**src/rtl/assert_macros.svh**
```systemverilog
// Assertion macros used by the decoder top module.
`ifndef ASSERT_MACROS_SVH
`define ASSERT_MACROS_SVH
`ifndef SYNTH
// Implication checked at every rising clock edge outside reset.
`define SGOD_ASSERT(label, clk, rst, prop) \
   label: assert property (@(posedge clk) disable iff (rst) prop) \
      else $error("sgod assertion failed");
// Implication checked at every rising clock edge, reset included.
`define SGOD_ASSERT_ALWAYS(label, clk, prop) \
   label: assert property (@(posedge clk) prop) \
      else $error("sgod assertion failed");
`else
`define SGOD_ASSERT(label, clk, rst, prop)
`define SGOD_ASSERT_ALWAYS(label, clk, prop)
`endif
`endif

```
**src/rtl/sgod_pkg.sv**
```systemverilog
package sgod_pkg;
   // Largest point count supported by the output index field.
   localparam int MAX_POINTS_DEF = 64;
   localparam int PTR_W = 6;

   // Result status codes.
   localparam logic [1:0] ST_POINT     = 2'd0;
   localparam logic [1:0] ST_EMPTY     = 2'd1;
   localparam logic [1:0] ST_COMPOSITE = 2'd2;
   localparam logic [1:0] ST_LIMIT     = 2'd3;

   // Flag bits of a point.
   localparam int FL_ON     = 0;
   localparam int FL_XSHORT = 1;
   localparam int FL_YSHORT = 2;
   localparam int FL_REPEAT = 3;
   localparam int FL_XSAME  = 4;
   localparam int FL_YSAME  = 5;
   localparam logic [7:0] FLAG_KEEP = 8'h37;
   localparam logic [15:0] HEAD_SKIP = 16'd8;

   // Access to the point store: one address, shared by read and write.
   typedef struct packed {
      logic             flag_we;
      logic             x_we;
      logic             rd_en;
      logic [PTR_W-1:0] addr;
      logic [5:0]       flag_wdata;
      logic [15:0]      x_wdata;
   } mem_req_type;

   // One result item.
   typedef struct packed {
      logic [5:0]  point_index;
      logic [15:0] x_coord;
      logic [15:0] y_coord;
      logic        on_curve;
      logic        contour_end;
      logic [1:0]  status;
      logic        last;
   } result_type;
endpackage

```
**src/rtl/simple_glyph_outline_decoder.sv**
```systemverilog
// Simple glyph outline decoder: takes the bytes of one simple glyph record, one
// request each, and returns one response per outline point (or one status
// response for an empty, composite or oversized glyph). After a repeat count
// byte the input stalls while the repeated flag is copied, entry by entry, into
// the single-port point store. In the x and y passes each point takes a store
// read, then an evaluation step that also takes a short delta byte or the high
// byte of a word delta; the low byte of a word delta is taken in a further step,
// and points with no delta byte need only the read and the evaluation. A
// response waits in an output register while the next request is taken.
`include "assert_macros.svh"
module simple_glyph_outline_decoder #(
   parameter int MAX_POINTS = sgod_pkg::MAX_POINTS_DEF
) (
   input  logic        clock,
   input  logic        reset,
   input  logic        req_valid,
   output logic        req_ready,
   input  logic [7:0]  req_data_byte,
   input  logic        req_glyph_start,
   output logic        rsp_valid,
   input  logic        rsp_ready,
   output logic [5:0]  rsp_point_index,
   output logic signed [15:0] rsp_x_coord,
   output logic signed [15:0] rsp_y_coord,
   output logic        rsp_on_curve,
   output logic        rsp_contour_end,
   output logic [1:0]  rsp_status,
   output logic        rsp_last
);
   import sgod_pkg::*;

   mem_req_type mem_req;
   result_type  result;
   result_type  rsp_ff;
   logic        rsp_valid_ff;
   logic        emit;
   logic        slot_free;
   logic [5:0]  flag_rd;
   logic [15:0] x_rd;
   logic        status_rsp;

   assign slot_free = !rsp_valid_ff || rsp_ready;

   sgod_parser #(.MAX_POINTS(MAX_POINTS)) u_parser (
      .clock     (clock),
      .reset     (reset),
      .in_valid  (req_valid),
      .in_data   (req_data_byte),
      .in_start  (req_glyph_start),
      .in_ready  (req_ready),
      .slot_free (slot_free),
      .emit      (emit),
      .result    (result),
      .mem_req   (mem_req),
      .flag_rd   (flag_rd),
      .x_rd      (x_rd)
   );

   sgod_point_store #(.MAX_POINTS(MAX_POINTS)) u_store (
      .clock   (clock),
      .mem_req (mem_req),
      .flag_rd (flag_rd),
      .x_rd    (x_rd)
   );

   // Output register for the response channel.
   always_ff @(posedge clock) begin
      if (reset) begin
         rsp_valid_ff <= 1'b0;
      end else if (emit) begin
         rsp_valid_ff <= 1'b1;
      end else if (rsp_ready) begin
         rsp_valid_ff <= 1'b0;
      end
   end

   always_ff @(posedge clock) begin
      if (emit) begin
         rsp_ff <= result;
      end
   end

   assign rsp_valid       = rsp_valid_ff;
   assign rsp_point_index = rsp_ff.point_index;
   assign rsp_x_coord     = rsp_ff.x_coord;
   assign rsp_y_coord     = rsp_ff.y_coord;
   assign rsp_on_curve    = rsp_ff.on_curve;
   assign rsp_contour_end = rsp_ff.contour_end;
   assign rsp_status      = rsp_ff.status;
   assign rsp_last        = rsp_ff.last;

   // A status response is on the channel.
   assign status_rsp = rsp_valid && (rsp_status != ST_POINT);

   `SGOD_ASSERT(a_emit_slot, clock, reset, emit |-> slot_free)
   `SGOD_ASSERT(a_status_last, clock, reset, status_rsp |-> rsp_last)
   `SGOD_ASSERT(a_status_x, clock, reset, status_rsp |-> (rsp_x_coord == 16'sd0))
   `SGOD_ASSERT(a_status_index, clock, reset, status_rsp |-> (rsp_point_index == 6'd0))
endmodule

```
**src/rtl/sgod_point_store.sv**
```systemverilog
module sgod_point_store #(
   parameter int MAX_POINTS = 64
) (
   input  logic                clock,
   input  sgod_pkg::mem_req_type mem_req,
   output logic [5:0]          flag_rd,
   output logic [15:0]         x_rd
);
   import sgod_pkg::*;

   localparam int IW = (MAX_POINTS > 1) ? $clog2(MAX_POINTS) : 1;

   logic [5:0]  flag_mem [MAX_POINTS];
   logic [15:0] x_mem    [MAX_POINTS];
   logic [IW-1:0] addr;

   assign addr = mem_req.addr[IW-1:0];

   // Single-port arrays with registered read data.
   always_ff @(posedge clock) begin
      if (mem_req.flag_we) begin
         flag_mem[addr] <= mem_req.flag_wdata;
      end
      if (mem_req.x_we) begin
         x_mem[addr] <= mem_req.x_wdata;
      end
      if (mem_req.rd_en) begin
         flag_rd <= flag_mem[addr];
         x_rd    <= x_mem[addr];
      end
   end
endmodule

```
**src/rtl/sgod_parser.sv**
```systemverilog
module sgod_parser #(
   parameter int MAX_POINTS = 64
) (
   input  logic                  clock,
   input  logic                  reset,
   input  logic                  in_valid,
   input  logic [7:0]            in_data,
   input  logic                  in_start,
   output logic                  in_ready,
   input  logic                  slot_free,
   output logic                  emit,
   output sgod_pkg::result_type  result,
   output sgod_pkg::mem_req_type mem_req,
   input  logic [5:0]            flag_rd,
   input  logic [15:0]           x_rd
);
   import sgod_pkg::*;

   localparam int IW = (MAX_POINTS > 1) ? $clog2(MAX_POINTS) : 1;
   localparam int CW = $clog2(MAX_POINTS + 1);

   localparam logic [4:0] S_IDLE     = 5'd0;
   localparam logic [4:0] S_CNT_LO   = 5'd1;
   localparam logic [4:0] S_HEAD     = 5'd2;
   localparam logic [4:0] S_END_HI   = 5'd3;
   localparam logic [4:0] S_END_LO   = 5'd4;
   localparam logic [4:0] S_INS_HI   = 5'd5;
   localparam logic [4:0] S_INS_LO   = 5'd6;
   localparam logic [4:0] S_INS_SKIP = 5'd7;
   localparam logic [4:0] S_FLAG     = 5'd8;
   localparam logic [4:0] S_REPEAT   = 5'd9;
   localparam logic [4:0] S_FILL     = 5'd10;
   localparam logic [4:0] S_X_FETCH  = 5'd11;
   localparam logic [4:0] S_X_EVAL   = 5'd12;
   localparam logic [4:0] S_X_LO     = 5'd13;
   localparam logic [4:0] S_Y_FETCH  = 5'd14;
   localparam logic [4:0] S_Y_EVAL   = 5'd15;
   localparam logic [4:0] S_Y_LO     = 5'd16;

   logic [4:0]            state_ff, state_in;
   logic [15:0]           count_ff, count_in;
   logic [15:0]           contours_ff, contours_in;
   logic [CW-1:0]         total_ff, total_in;
   logic [CW-1:0]         walk_ff, walk_in;
   logic [7:0]            hold_ff, hold_in;
   logic [15:0]           coord_ff, coord_in;
   logic [5:0]            rep_flag_ff, rep_flag_in;
   logic [7:0]            rep_cnt_ff, rep_cnt_in;
   logic [MAX_POINTS-1:0] marks_ff, marks_in;

   logic          acc;
   logic [CW-1:0] walk_next;
   logic          walk_done;
   logic [15:0]   word;
   logic [15:0]   short_x, short_y;
   logic          x_needs, y_needs;
   logic [IW-1:0] idx;

   assign walk_next = walk_ff + CW'(1);
   assign walk_done = (walk_next >= total_ff);
   assign word      = {hold_ff, in_data};
   assign idx       = walk_ff[IW-1:0];
   assign short_x   = flag_rd[FL_XSAME] ? coord_ff + {8'd0, in_data}
                                        : coord_ff - {8'd0, in_data};
   assign short_y   = flag_rd[FL_YSAME] ? coord_ff + {8'd0, in_data}
                                        : coord_ff - {8'd0, in_data};
   assign x_needs   = flag_rd[FL_XSHORT] || !flag_rd[FL_XSAME];
   assign y_needs   = flag_rd[FL_YSHORT] || !flag_rd[FL_YSAME];

   // Which states take a byte; states that may emit also need the output slot.
   always_comb begin
      unique case (state_ff)
         S_IDLE, S_HEAD, S_END_HI, S_INS_HI, S_INS_LO, S_INS_SKIP,
         S_FLAG, S_REPEAT, S_X_LO: in_ready = 1'b1;
         S_CNT_LO, S_END_LO, S_Y_LO: in_ready = slot_free;
         S_X_EVAL: in_ready = x_needs;
         S_Y_EVAL: in_ready = y_needs && slot_free;
         default: in_ready = 1'b0;
      endcase
   end

   assign acc = in_valid && in_ready;

   // Next-state logic of the parser and point walks.
   always_comb begin
      state_in    = state_ff;
      count_in    = count_ff;
      contours_in = contours_ff;
      total_in    = total_ff;
      walk_in     = walk_ff;
      hold_in     = hold_ff;
      coord_in    = coord_ff;
      rep_flag_in = rep_flag_ff;
      rep_cnt_in  = rep_cnt_ff;
      marks_in    = marks_ff;
      emit        = 1'b0;
      result      = '0;
      mem_req     = '0;
      mem_req.addr = PTR_W'(walk_ff);

      if (acc && in_start) begin
         state_in    = S_CNT_LO;
         count_in    = '0;
         contours_in = '0;
         total_in    = '0;
         walk_in     = '0;
         hold_in     = in_data;
         coord_in    = '0;
         rep_flag_in = '0;
         rep_cnt_in  = '0;
         marks_in    = '0;
      end else begin
         unique case (state_ff)
            S_CNT_LO: if (acc) begin
               if (hold_ff[7]) begin
                  emit = 1'b1;
                  result.status = ST_COMPOSITE;
                  result.last = 1'b1;
                  state_in = S_IDLE;
               end else if (word == 16'd0) begin
                  emit = 1'b1;
                  result.status = ST_EMPTY;
                  result.last = 1'b1;
                  state_in = S_IDLE;
               end else begin
                  contours_in = word;
                  count_in = HEAD_SKIP;
                  state_in = S_HEAD;
               end
            end
            S_HEAD: if (acc) begin
               count_in = count_ff - 16'd1;
               if (count_ff == 16'd1) state_in = S_END_HI;
            end
            S_END_HI: if (acc) begin
               hold_in = in_data;
               state_in = S_END_LO;
            end
            S_END_LO: if (acc) begin
               if (word < 16'(MAX_POINTS)) marks_in[word[IW-1:0]] = 1'b1;
               contours_in = contours_ff - 16'd1;
               if (contours_ff != 16'd1) begin
                  state_in = S_END_HI;
               end else if (word >= 16'(MAX_POINTS)) begin
                  emit = 1'b1;
                  result.status = ST_LIMIT;
                  result.last = 1'b1;
                  state_in = S_IDLE;
               end else begin
                  total_in = CW'(word) + CW'(1);
                  state_in = S_INS_HI;
               end
            end
            S_INS_HI: if (acc) begin
               hold_in = in_data;
               state_in = S_INS_LO;
            end
            S_INS_LO: if (acc) begin
               count_in = word;
               walk_in = '0;
               state_in = (word == 16'd0) ? S_FLAG : S_INS_SKIP;
            end
            S_INS_SKIP: if (acc) begin
               count_in = count_ff - 16'd1;
               if (count_ff == 16'd1) state_in = S_FLAG;
            end
            S_FLAG: if (acc) begin
               mem_req.flag_we = 1'b1;
               mem_req.flag_wdata = 6'(in_data & FLAG_KEEP);
               walk_in = walk_next;
               if (in_data[FL_REPEAT]) begin
                  rep_flag_in = 6'(in_data & FLAG_KEEP);
                  state_in = S_REPEAT;
               end else if (walk_done) begin
                  walk_in = '0;
                  coord_in = '0;
                  state_in = S_X_FETCH;
               end
            end
            S_REPEAT: if (acc) begin
               rep_cnt_in = in_data;
               state_in = S_FILL;
            end
            // Copy the repeated flag one entry a cycle.
            S_FILL: begin
               if (rep_cnt_ff != 8'd0 && walk_ff < total_ff) begin
                  mem_req.flag_we = 1'b1;
                  mem_req.flag_wdata = rep_flag_ff;
                  walk_in = walk_next;
                  rep_cnt_in = rep_cnt_ff - 8'd1;
               end else if (walk_ff >= total_ff) begin
                  walk_in = '0;
                  coord_in = '0;
                  state_in = S_X_FETCH;
               end else begin
                  state_in = S_FLAG;
               end
            end
            S_X_FETCH: begin
               mem_req.rd_en = 1'b1;
               state_in = S_X_EVAL;
            end
            S_X_EVAL: begin
               if (!x_needs || (acc && flag_rd[FL_XSHORT])) begin
                  mem_req.x_we = 1'b1;
                  mem_req.x_wdata = x_needs ? short_x : coord_ff;
                  coord_in = mem_req.x_wdata;
                  walk_in = walk_next;
                  state_in = S_X_FETCH;
                  if (walk_done) begin
                     walk_in = '0;
                     coord_in = '0;
                     state_in = S_Y_FETCH;
                  end
               end else if (acc) begin
                  hold_in = in_data;
                  state_in = S_X_LO;
               end
            end
            S_X_LO: if (acc) begin
               mem_req.x_we = 1'b1;
               mem_req.x_wdata = coord_ff + word;
               coord_in = mem_req.x_wdata;
               walk_in = walk_next;
               state_in = S_X_FETCH;
               if (walk_done) begin
                  walk_in = '0;
                  coord_in = '0;
                  state_in = S_Y_FETCH;
               end
            end
            S_Y_FETCH: begin
               mem_req.rd_en = 1'b1;
               state_in = S_Y_EVAL;
            end
            S_Y_EVAL: begin
               if ((!y_needs && slot_free) || (acc && flag_rd[FL_YSHORT])) begin
                  coord_in = y_needs ? short_y : coord_ff;
                  emit = 1'b1;
                  walk_in = walk_next;
                  state_in = walk_done ? S_IDLE : S_Y_FETCH;
               end else if (acc) begin
                  hold_in = in_data;
                  state_in = S_Y_LO;
               end
            end
            S_Y_LO: if (acc) begin
               coord_in = coord_ff + word;
               emit = 1'b1;
               walk_in = walk_next;
               state_in = walk_done ? S_IDLE : S_Y_FETCH;
            end
            default: ;
         endcase
         // Point results carry the stored x and the fresh y.
         if (state_ff == S_Y_EVAL || state_ff == S_Y_LO) begin
            result.point_index = 6'(walk_ff);
            result.x_coord = x_rd;
            result.y_coord = coord_in;
            result.on_curve = flag_rd[FL_ON];
            result.contour_end = marks_ff[idx];
            result.status = ST_POINT;
            result.last = (walk_next == total_ff);
         end
      end
   end

   always_ff @(posedge clock) begin
      if (reset) begin
         state_ff    <= S_IDLE;
         count_ff    <= '0;
         contours_ff <= '0;
         total_ff    <= '0;
         walk_ff     <= '0;
         hold_ff     <= '0;
         coord_ff    <= '0;
         rep_flag_ff <= '0;
         rep_cnt_ff  <= '0;
         marks_ff    <= '0;
      end else begin
         state_ff    <= state_in;
         count_ff    <= count_in;
         contours_ff <= contours_in;
         total_ff    <= total_in;
         walk_ff     <= walk_in;
         hold_ff     <= hold_in;
         coord_ff    <= coord_in;
         rep_flag_ff <= rep_flag_in;
         rep_cnt_ff  <= rep_cnt_in;
         marks_ff    <= marks_in;
      end
   end
endmodule
```
**config.mk**
```make
export PLATFORM = sky130hd
export DESIGN_NAME = simple_glyph_outline_decoder
export DESIGN_NICKNAME = d
export VERILOG_FILES = /design/src/rtl/sgod_pkg.sv /design/src/rtl/simple_glyph_outline_decoder.sv /design/src/rtl/sgod_point_store.sv /design/src/rtl/sgod_parser.sv
export VERILOG_INCLUDE_DIRS = /design/src /design/src/rtl
export SDC_FILE = /design/constraint.sdc
export NUM_CORES = 2
export LEC_CHECK = 0
export ABC_AREA = 1
export BUFFER_PORTS_ARGS = -buffer_cell sky130_fd_sc_hd__buf_2
export CAP_MARGIN = 20
export CELL_PAD_IN_SITES_DETAIL_PLACEMENT = 1
export CELL_PAD_IN_SITES_GLOBAL_PLACEMENT = 1
export CORE_MARGIN = 10
export CORE_UTILIZATION = 50
export CTS_CLUSTER_DIAMETER = 150
export DETAILED_ROUTE_END_ITERATION = 7
export GPL_ROUTABILITY_DRIVEN = 1
export PLACE_DENSITY_LB_ADDON = 0.08
export REMOVE_ABC_BUFFERS = 1
export SLEW_MARGIN = 5
export SYNTH_ARGS = -nofsm -noshare
export SYNTH_HDL_FRONTEND = slang
export SYNTH_HIERARCHICAL = 1
export SYNTH_SLANG_ARGS = --single-unit
```
**constraint.sdc**
```tcl
create_clock -name clock -period 4.87 [get_ports clock]
set_clock_uncertainty 0.05 [all_clocks]
set_input_delay 0 -clock clock [delete_from_list [all_inputs] [get_ports clock]]
set_output_delay 0 -clock clock [all_outputs]
set_load 0.005 [all_outputs]
```
== Word level (Yosys, flattened, before mapping) ==
Memory sizes are Yosys's and may differ from the RTL's. A register that Yosys moved wholly into a read port is not among the register bits.
Cells that the tools add are included.
Operators by class
  bitwise operators: 4
  equal/unequal tests: 62
  order comparisons: 8
  reductions and logical operators: 48
  div/mod/pow operators: 0
  multipliers: 0
  muxes and demuxes: 118
  shifts and indexed selects: 0
  add/sub/neg operators: 8
Operator list (number)
  $mux W16: 26
  $mux W5: 22
  $pmux W16 S6: 1
  $pmux W5 S16: 1
  $mux W7: 10
  $or A64 B64 Y64: 1
  $pmux W16 S2: 2
  $pmux W7 S7: 1
  $mux W8: 6
  $ne A3 B1 Y1 const B: 16
  $pmux W16 S3: 1
  $eq A5 B4 Y1 const B: 8
  $reduce_and A18 Y1: 2
  $ne A2 B1 Y1 const B: 17
  $sub A16 B1 Y16 const B: 2
  $mux W3: 8
  $pmux W8 S3: 1
  $mux W1: 22
  $mux W22: 1
  $eq A5 B3 Y1 const B: 4
  $reduce_bool A17 Y1: 1
  $add A16 B16 Y16: 1
  $add A16 B8 Y16: 1
  $eq A16 B1 Y1 const B: 1
  other kinds (48): 92
Storage, ports and cells
  bits in writable memories: 1408
  memory bits (read-only): 0
  logic and storage cells: 269
  output and inout bits: 45
  bits in registers: 196
  bits of input ports: 13
  bits in latches: 0
  memories: 2
Memories
  u_store.x_mem: words 64, width 16, read ports 1, clocked after Yosys merged registers in 1, wr ports 1, line sgod_point_store.sv:14  | logic [15:0] x_mem [MAX_POINTS];
  u_store.flag_mem: words 64, width 6, read ports 1, clocked after Yosys merged registers in 1, wr ports 1, line sgod_point_store.sv:13  | logic [5:0] flag_mem [MAX_POINTS];

== Logic depth before layout (Yosys ltp) ==
  depth in word-level cells: 12
  mapped depth: 20
  gate-level depth less buffers: 19

== Hierarchy ==
Netlist, hierarchy kept.
Modules (own cells, without submodules)
  sgod_point_store: cells an instance 5916, area an instance 60387.9 µm², instances 1, seq. area each 42941.2 µm²
  sgod_parser: cells an instance 1929, area an instance 11695.0 µm², instances 1, seq. area each 3042.9 µm²
  simple_glyph_outline_decoder: cells an instance 48, area an instance 1333.8 µm², instances 1, seq. area each 1311.3 µm²

== Least setup slack after synthesis ==
Ideal clock, no wire load.
  kind: register to register
  start: register u_parser.state_ff[1]
  end: register rsp_valid_ff, in the netlist rsp_valid
  path slack: 552 ps
  data required time: 4748 ps
  arrival time: 4196 ps
  stages on the path, launching flop included: 14
  setup time: 72 ps
  path buffers: 0
  period minus slack after synthesis: 4318 ps
  path through: dfxtp_1 nor2_1 nand2_1 nand2_1 nand2_1 nand3_1 nand2_1 nand2_2 nand3_1 nand2_1 nand2_1 a31oi_1 inv_1 a21oi_2
On the way
  longest elaborated chain between the ends: 10
  elaborated cells on any way between the ends: 29
  classes of those cells: eq/ne: 13; mux: 8; reduce/logical: 8
Ends and longest elaborated chain
  start: declaration: line sgod_parser.sv:40  | logic [4:0] state_ff, state_in;
  start signal: assignment: line sgod_parser.sv:281  | state_ff <= state_in;
  $eq A5 B2 Y1 (tied with other cells): line sgod_parser.sv:72  | unique case (state_ff)
  $reduce_or A9 Y1 / $reduce_or A3 Y1 (equally long branches): line sgod_parser.sv:72
  $pmux W1 S4 (*): line sgod_parser.sv:72
  named net req_ready: line simple_glyph_outline_decoder.sv:17  | output logic req_ready,
  $logic_and A1 B1 Y1 (*): line sgod_parser.sv:82  | assign acc = in_valid && in_ready;
  $logic_and A1 B1 Y1: line sgod_parser.sv:237  | if ((!y_needs && slot_free) || (acc && flag_rd[FL_YSHORT])) begin
  $logic_or A1 B1 Y1: line sgod_parser.sv:237
  $mux W1: line sgod_parser.sv:237
  $pmux W1 S4: line sgod_parser.sv:113  | unique case (state_ff)
  $mux W1 (*): line sgod_parser.sv:101  | if (acc && in_start) begin
  named net emit: line simple_glyph_outline_decoder.sv:36  | logic emit;
  $mux W1 / $reduce_bool A2 Y1 (equally long branches)
  end signal: assignment: line simple_glyph_outline_decoder.sv:69  | rsp_valid_ff <= 1'b0;
  end signal: assignment: line simple_glyph_outline_decoder.sv:71  | rsp_valid_ff <= 1'b1;
  end signal: assignment: line simple_glyph_outline_decoder.sv:73  | rsp_valid_ff <= 1'b0;
  end: declaration: line simple_glyph_outline_decoder.sv:35  | logic rsp_valid_ff;
The timed path passes the listed nets; every way through them passes the cells marked *.
A chain may end at the register's enable or synchronous reset.

== Worst setup path after layout ==
  start: register u_parser.walk_ff[1]
  end: register u_parser.state_ff[0]
On the way
  longest elaborated chain between the ends: 6
  elaborated cells on any way between the ends: 15
  classes of those cells: add/sub: 1; order compare: 3; eq/ne: 2; mux: 7; reduce/logical: 2
Ends and longest elaborated chain
  start: declaration: line sgod_parser.sv:44  | logic [CW-1:0] walk_ff, walk_in;
  start signal: assignment: line sgod_parser.sv:285  | walk_ff <= walk_in;
  $add A7 B1 Y7: line sgod_parser.sv:59  | assign walk_next = walk_ff + CW'(1);
  $ge A7 B7 Y1: line sgod_parser.sv:60  | assign walk_done = (walk_next >= total_ff);
  $mux W3: line sgod_parser.sv:210, sgod_parser.sv:226
  $mux W5 (on tied branches): line sgod_parser.sv:220, sgod_parser.sv:204
  $pmux W5 S16: line sgod_parser.sv:113
  $mux W1: line sgod_parser.sv:101
Parallel ways exist; a longest one is shown, timed or not. The select of a mux whose other input is x is not followed.

==> results.json <==
{
  "areaGrowthSynthToFinish_pct": 12.4,
  "fin_tns_setup_ns": 0,
  "cts_max_path_buffers": 3,
  "synth_cells": 7643,
  "grt_pass1_vias": 57500,
  "finalNetCount": 7761,
  "rsz0062_at_grt": "false",
  "reg2regPathDepth": 21,
  "fillers": 15600,
  "p_per_area_mw_per_mm2": 460,
  "cts_setup_buffers": 0,
  "path_max_fanout": 22,
  "clock_latency_ns": 0.80,
  "hold_viol_final": 0,
  "layout_min_cycle_time_ns": 4.23,
  "worst-path-stages": 21,
  "hold_path.startpoint": "req_data_byte[7]",
  "yosys_warnings": 6,
  "outcome": "complete, no violations",
  "die_y_um": 396,
  "worstMarginPinSlew_ns": 1.12,
  "rrSetupSlack_ns": 0.64,
  "hold_end": "u_parser/rep_cnt_ff[7]$_SDFFE_PP0P_",
  "post-dp-hpwl_um": 144000,
  "r2r_start": "u_parser/walk_ff[1]$_SDFFE_PP0P_",
  "worstPathRequired_ns": 5.49,
  "antenna_found_initial": 5,
  "drtIter0Drc": 4707,
  "cts_made_buffers": 168,
  "ir_drop_uv": 319,
  "root_buffer": "clkbuf_16",
  "die_w_um": 396,
  "htree_levels": 4,
  "ctsResizeCount": 0,
  "vias_per_cell": 5.64,
  "worstPathArrival_ns": 4.85,
  "hold_buffers": 20,
  "core_area_sq_mm": 0.140,
  "power_leakage_nw": 33.8,
  "io_pins": 58,
  "min_path_type": "in -> reg",
  "drv_slew": 0,
  "drt-total-wl_um": 235000,
  "tritoncts": "yes",
  "clk_pin_slew_ns": 0.06,
  "drc": 0,
  "grt_max_degree": 190,
  "r2r_end": "u_parser/state_ff[0]$_SDFFE_PP0P_",
  "final_cell_mix": "nand2_1, edfxtp_1, nor2_1",
  "wl_per_cell_um": 24.2,
  "finalCritPeriodShare": 0.869,
  "fp-row-count": 137,
  "path_cells": "ha_1 > nand3_1 > nor3_1 > xnor2_1 > inv_1 > ha_1 > nand2_1 > nor3_1 > nand3_1 > nand3_1 > buf_4 > inv_1 > nand2_1 > nand3_1 > nor2_1 > nand2_1 > nand2_1 > nand3_1 > dlygate4sd3_1 > nand2_1 > inv_1",
  "die_area_sq_mm": 0.157,
  "track_usage": 0.294,
  "cpMaxStageDelayCell": "dlygate4sd3_1",
  "worstSetupPathType": "reg -> reg",
  "crit_start": "u_parser/walk_ff[1]$_SDFFE_PP0P_",
  "gp_congestion": 0.930,
  "path_delay_family": "simple AND/OR/NAND/NOR gates",
  "fmax_mhz": 236,
  "io_buffers": 57,
  "critPathLaunchType": "flip-flop",
  "cts_sinks": 1561,
  "relSlewSlack": 0.253,
  "p_total_mw": 36.6,
  "end_kind": "flip-flop",
  "syn_area_per_cell_sq_um": 9.26,
  "cpPeakStageDelay_ns": 0.55,
  "layout.area.seq_sq_mm": 0.0454,
  "setup_viol": 0,
  "crit_buf_inv": 5,
  "final_common_cell": "nand2_1",
  "start_util": 0.505,
  "vias": 54700,
  "syn-cell-area_sq_mm": 0.0708,
  "drive_above_1_share": 0.0797,
  "ant_nets": 0,
  "multi_input_comb_area_sq_mm": 0.0231,
  "firstDrtPassIters": 6,
  "min_delay_path_depth": 4,
  "overflow": 0,
  "grt_pass1_wl_um": 354000,
  "maxCapViolCount": 0
}
==> power breakdown <==
group          switching [mW]  total, mW  internal [mW]
clock network            5.31       12.3           6.98
logic                    6.97       9.25           2.29
registers               0.266       15.0           14.7
==> how the worst max path moves through the flow <==
stage                                                   end  slack (ns)
after floorplan               u_store/x_mem[0][0]$_DFFE_PP_      -29.23
after global placement         u_store/flag_rd[1]$_DFFE_PP_        1.09
after detailed placement  u_store/flag_mem[41][1]$_DFFE_PP_        1.02
after CTS                 u_parser/state_ff[0]$_SDFFE_PP0P_        0.67
after global routing      u_parser/state_ff[0]$_SDFFE_PP0P_        0.31
final                     u_parser/state_ff[0]$_SDFFE_PP0P_        0.64
==> sequential cells by signal (all words and copies together), names as in the netlist <==
name,count
rsp_contour_end,1
rsp_last,1
rsp_on_curve,1
rsp_point_index,6
rsp_status,2
rsp_valid,1
rsp_x_coord,16
rsp_y_coord,16
u_parser/contours_ff,16
u_parser/coord_ff,16
u_parser/count_ff,16
u_parser/hold_ff,8
u_parser/marks_ff,64
u_parser/rep_cnt_ff,8
u_parser/rep_flag_ff,5
u_parser/state_ff,5
u_parser/total_ff,7
u_parser/walk_ff,7
u_store/flag_mem,320
u_store/flag_rd,5
u_store/x_mem,1024
u_store/x_rd,16
==> layer usage <==
layer / global-route usage / up-vias / wire [um]
met2: 0.499 / 1771 / 114000
met3: 0.0424 / 467 / 14000
met1: 0.377 / 27500 / 96300
met4: 0.124 / 2 / 10500
met5: 0 / - / 14
li1: - / 25100 / -
==> through the flow <==
stage / cell area [sq um] / std cells / util / worst slack (ns) / hold slack (ns)
final: 79600 / 9715 / 0.568 / 0.639 / 0.163
after global routing: 79600 / 9714 / 0.568 / 0.308 / 0.143
after CTS: 79500 / 9712 / 0.568 / 0.672 / 0.118
after detailed placement: 74100 / 9386 / 0.529 / 1.02 / 0.137
after global placement: 74100 / 9385 / 0.529 / 1.09 / 0.130
after floorplan: 69000 / 7249 / - / -29.23 / 0.0124
==> layout make-up <==
class,count,area share
Clock inverter,71,0.00783
Inverter,275,0.0133
Timing Repair Buffer,282,0.0314
Antenna cell,2,0.0000629
Multi-Input combinational cell,5413,0.290
Sequential cell,1561,0.570
Clock buffer,235,0.0580
Tap cell,1876,0.0295
==> worst register-to-register path, delay by kind of cell (launching register included) <==
kind | cells | cell delay [ns]
xor+xnor | 1 | 0.15
simple gates | 13 | 1.71
flops | 1 | 0.52
fa+ha+maj | 2 | 0.57
buf+inv | 5 | 1.13
(Power assumes the default switching activity.)
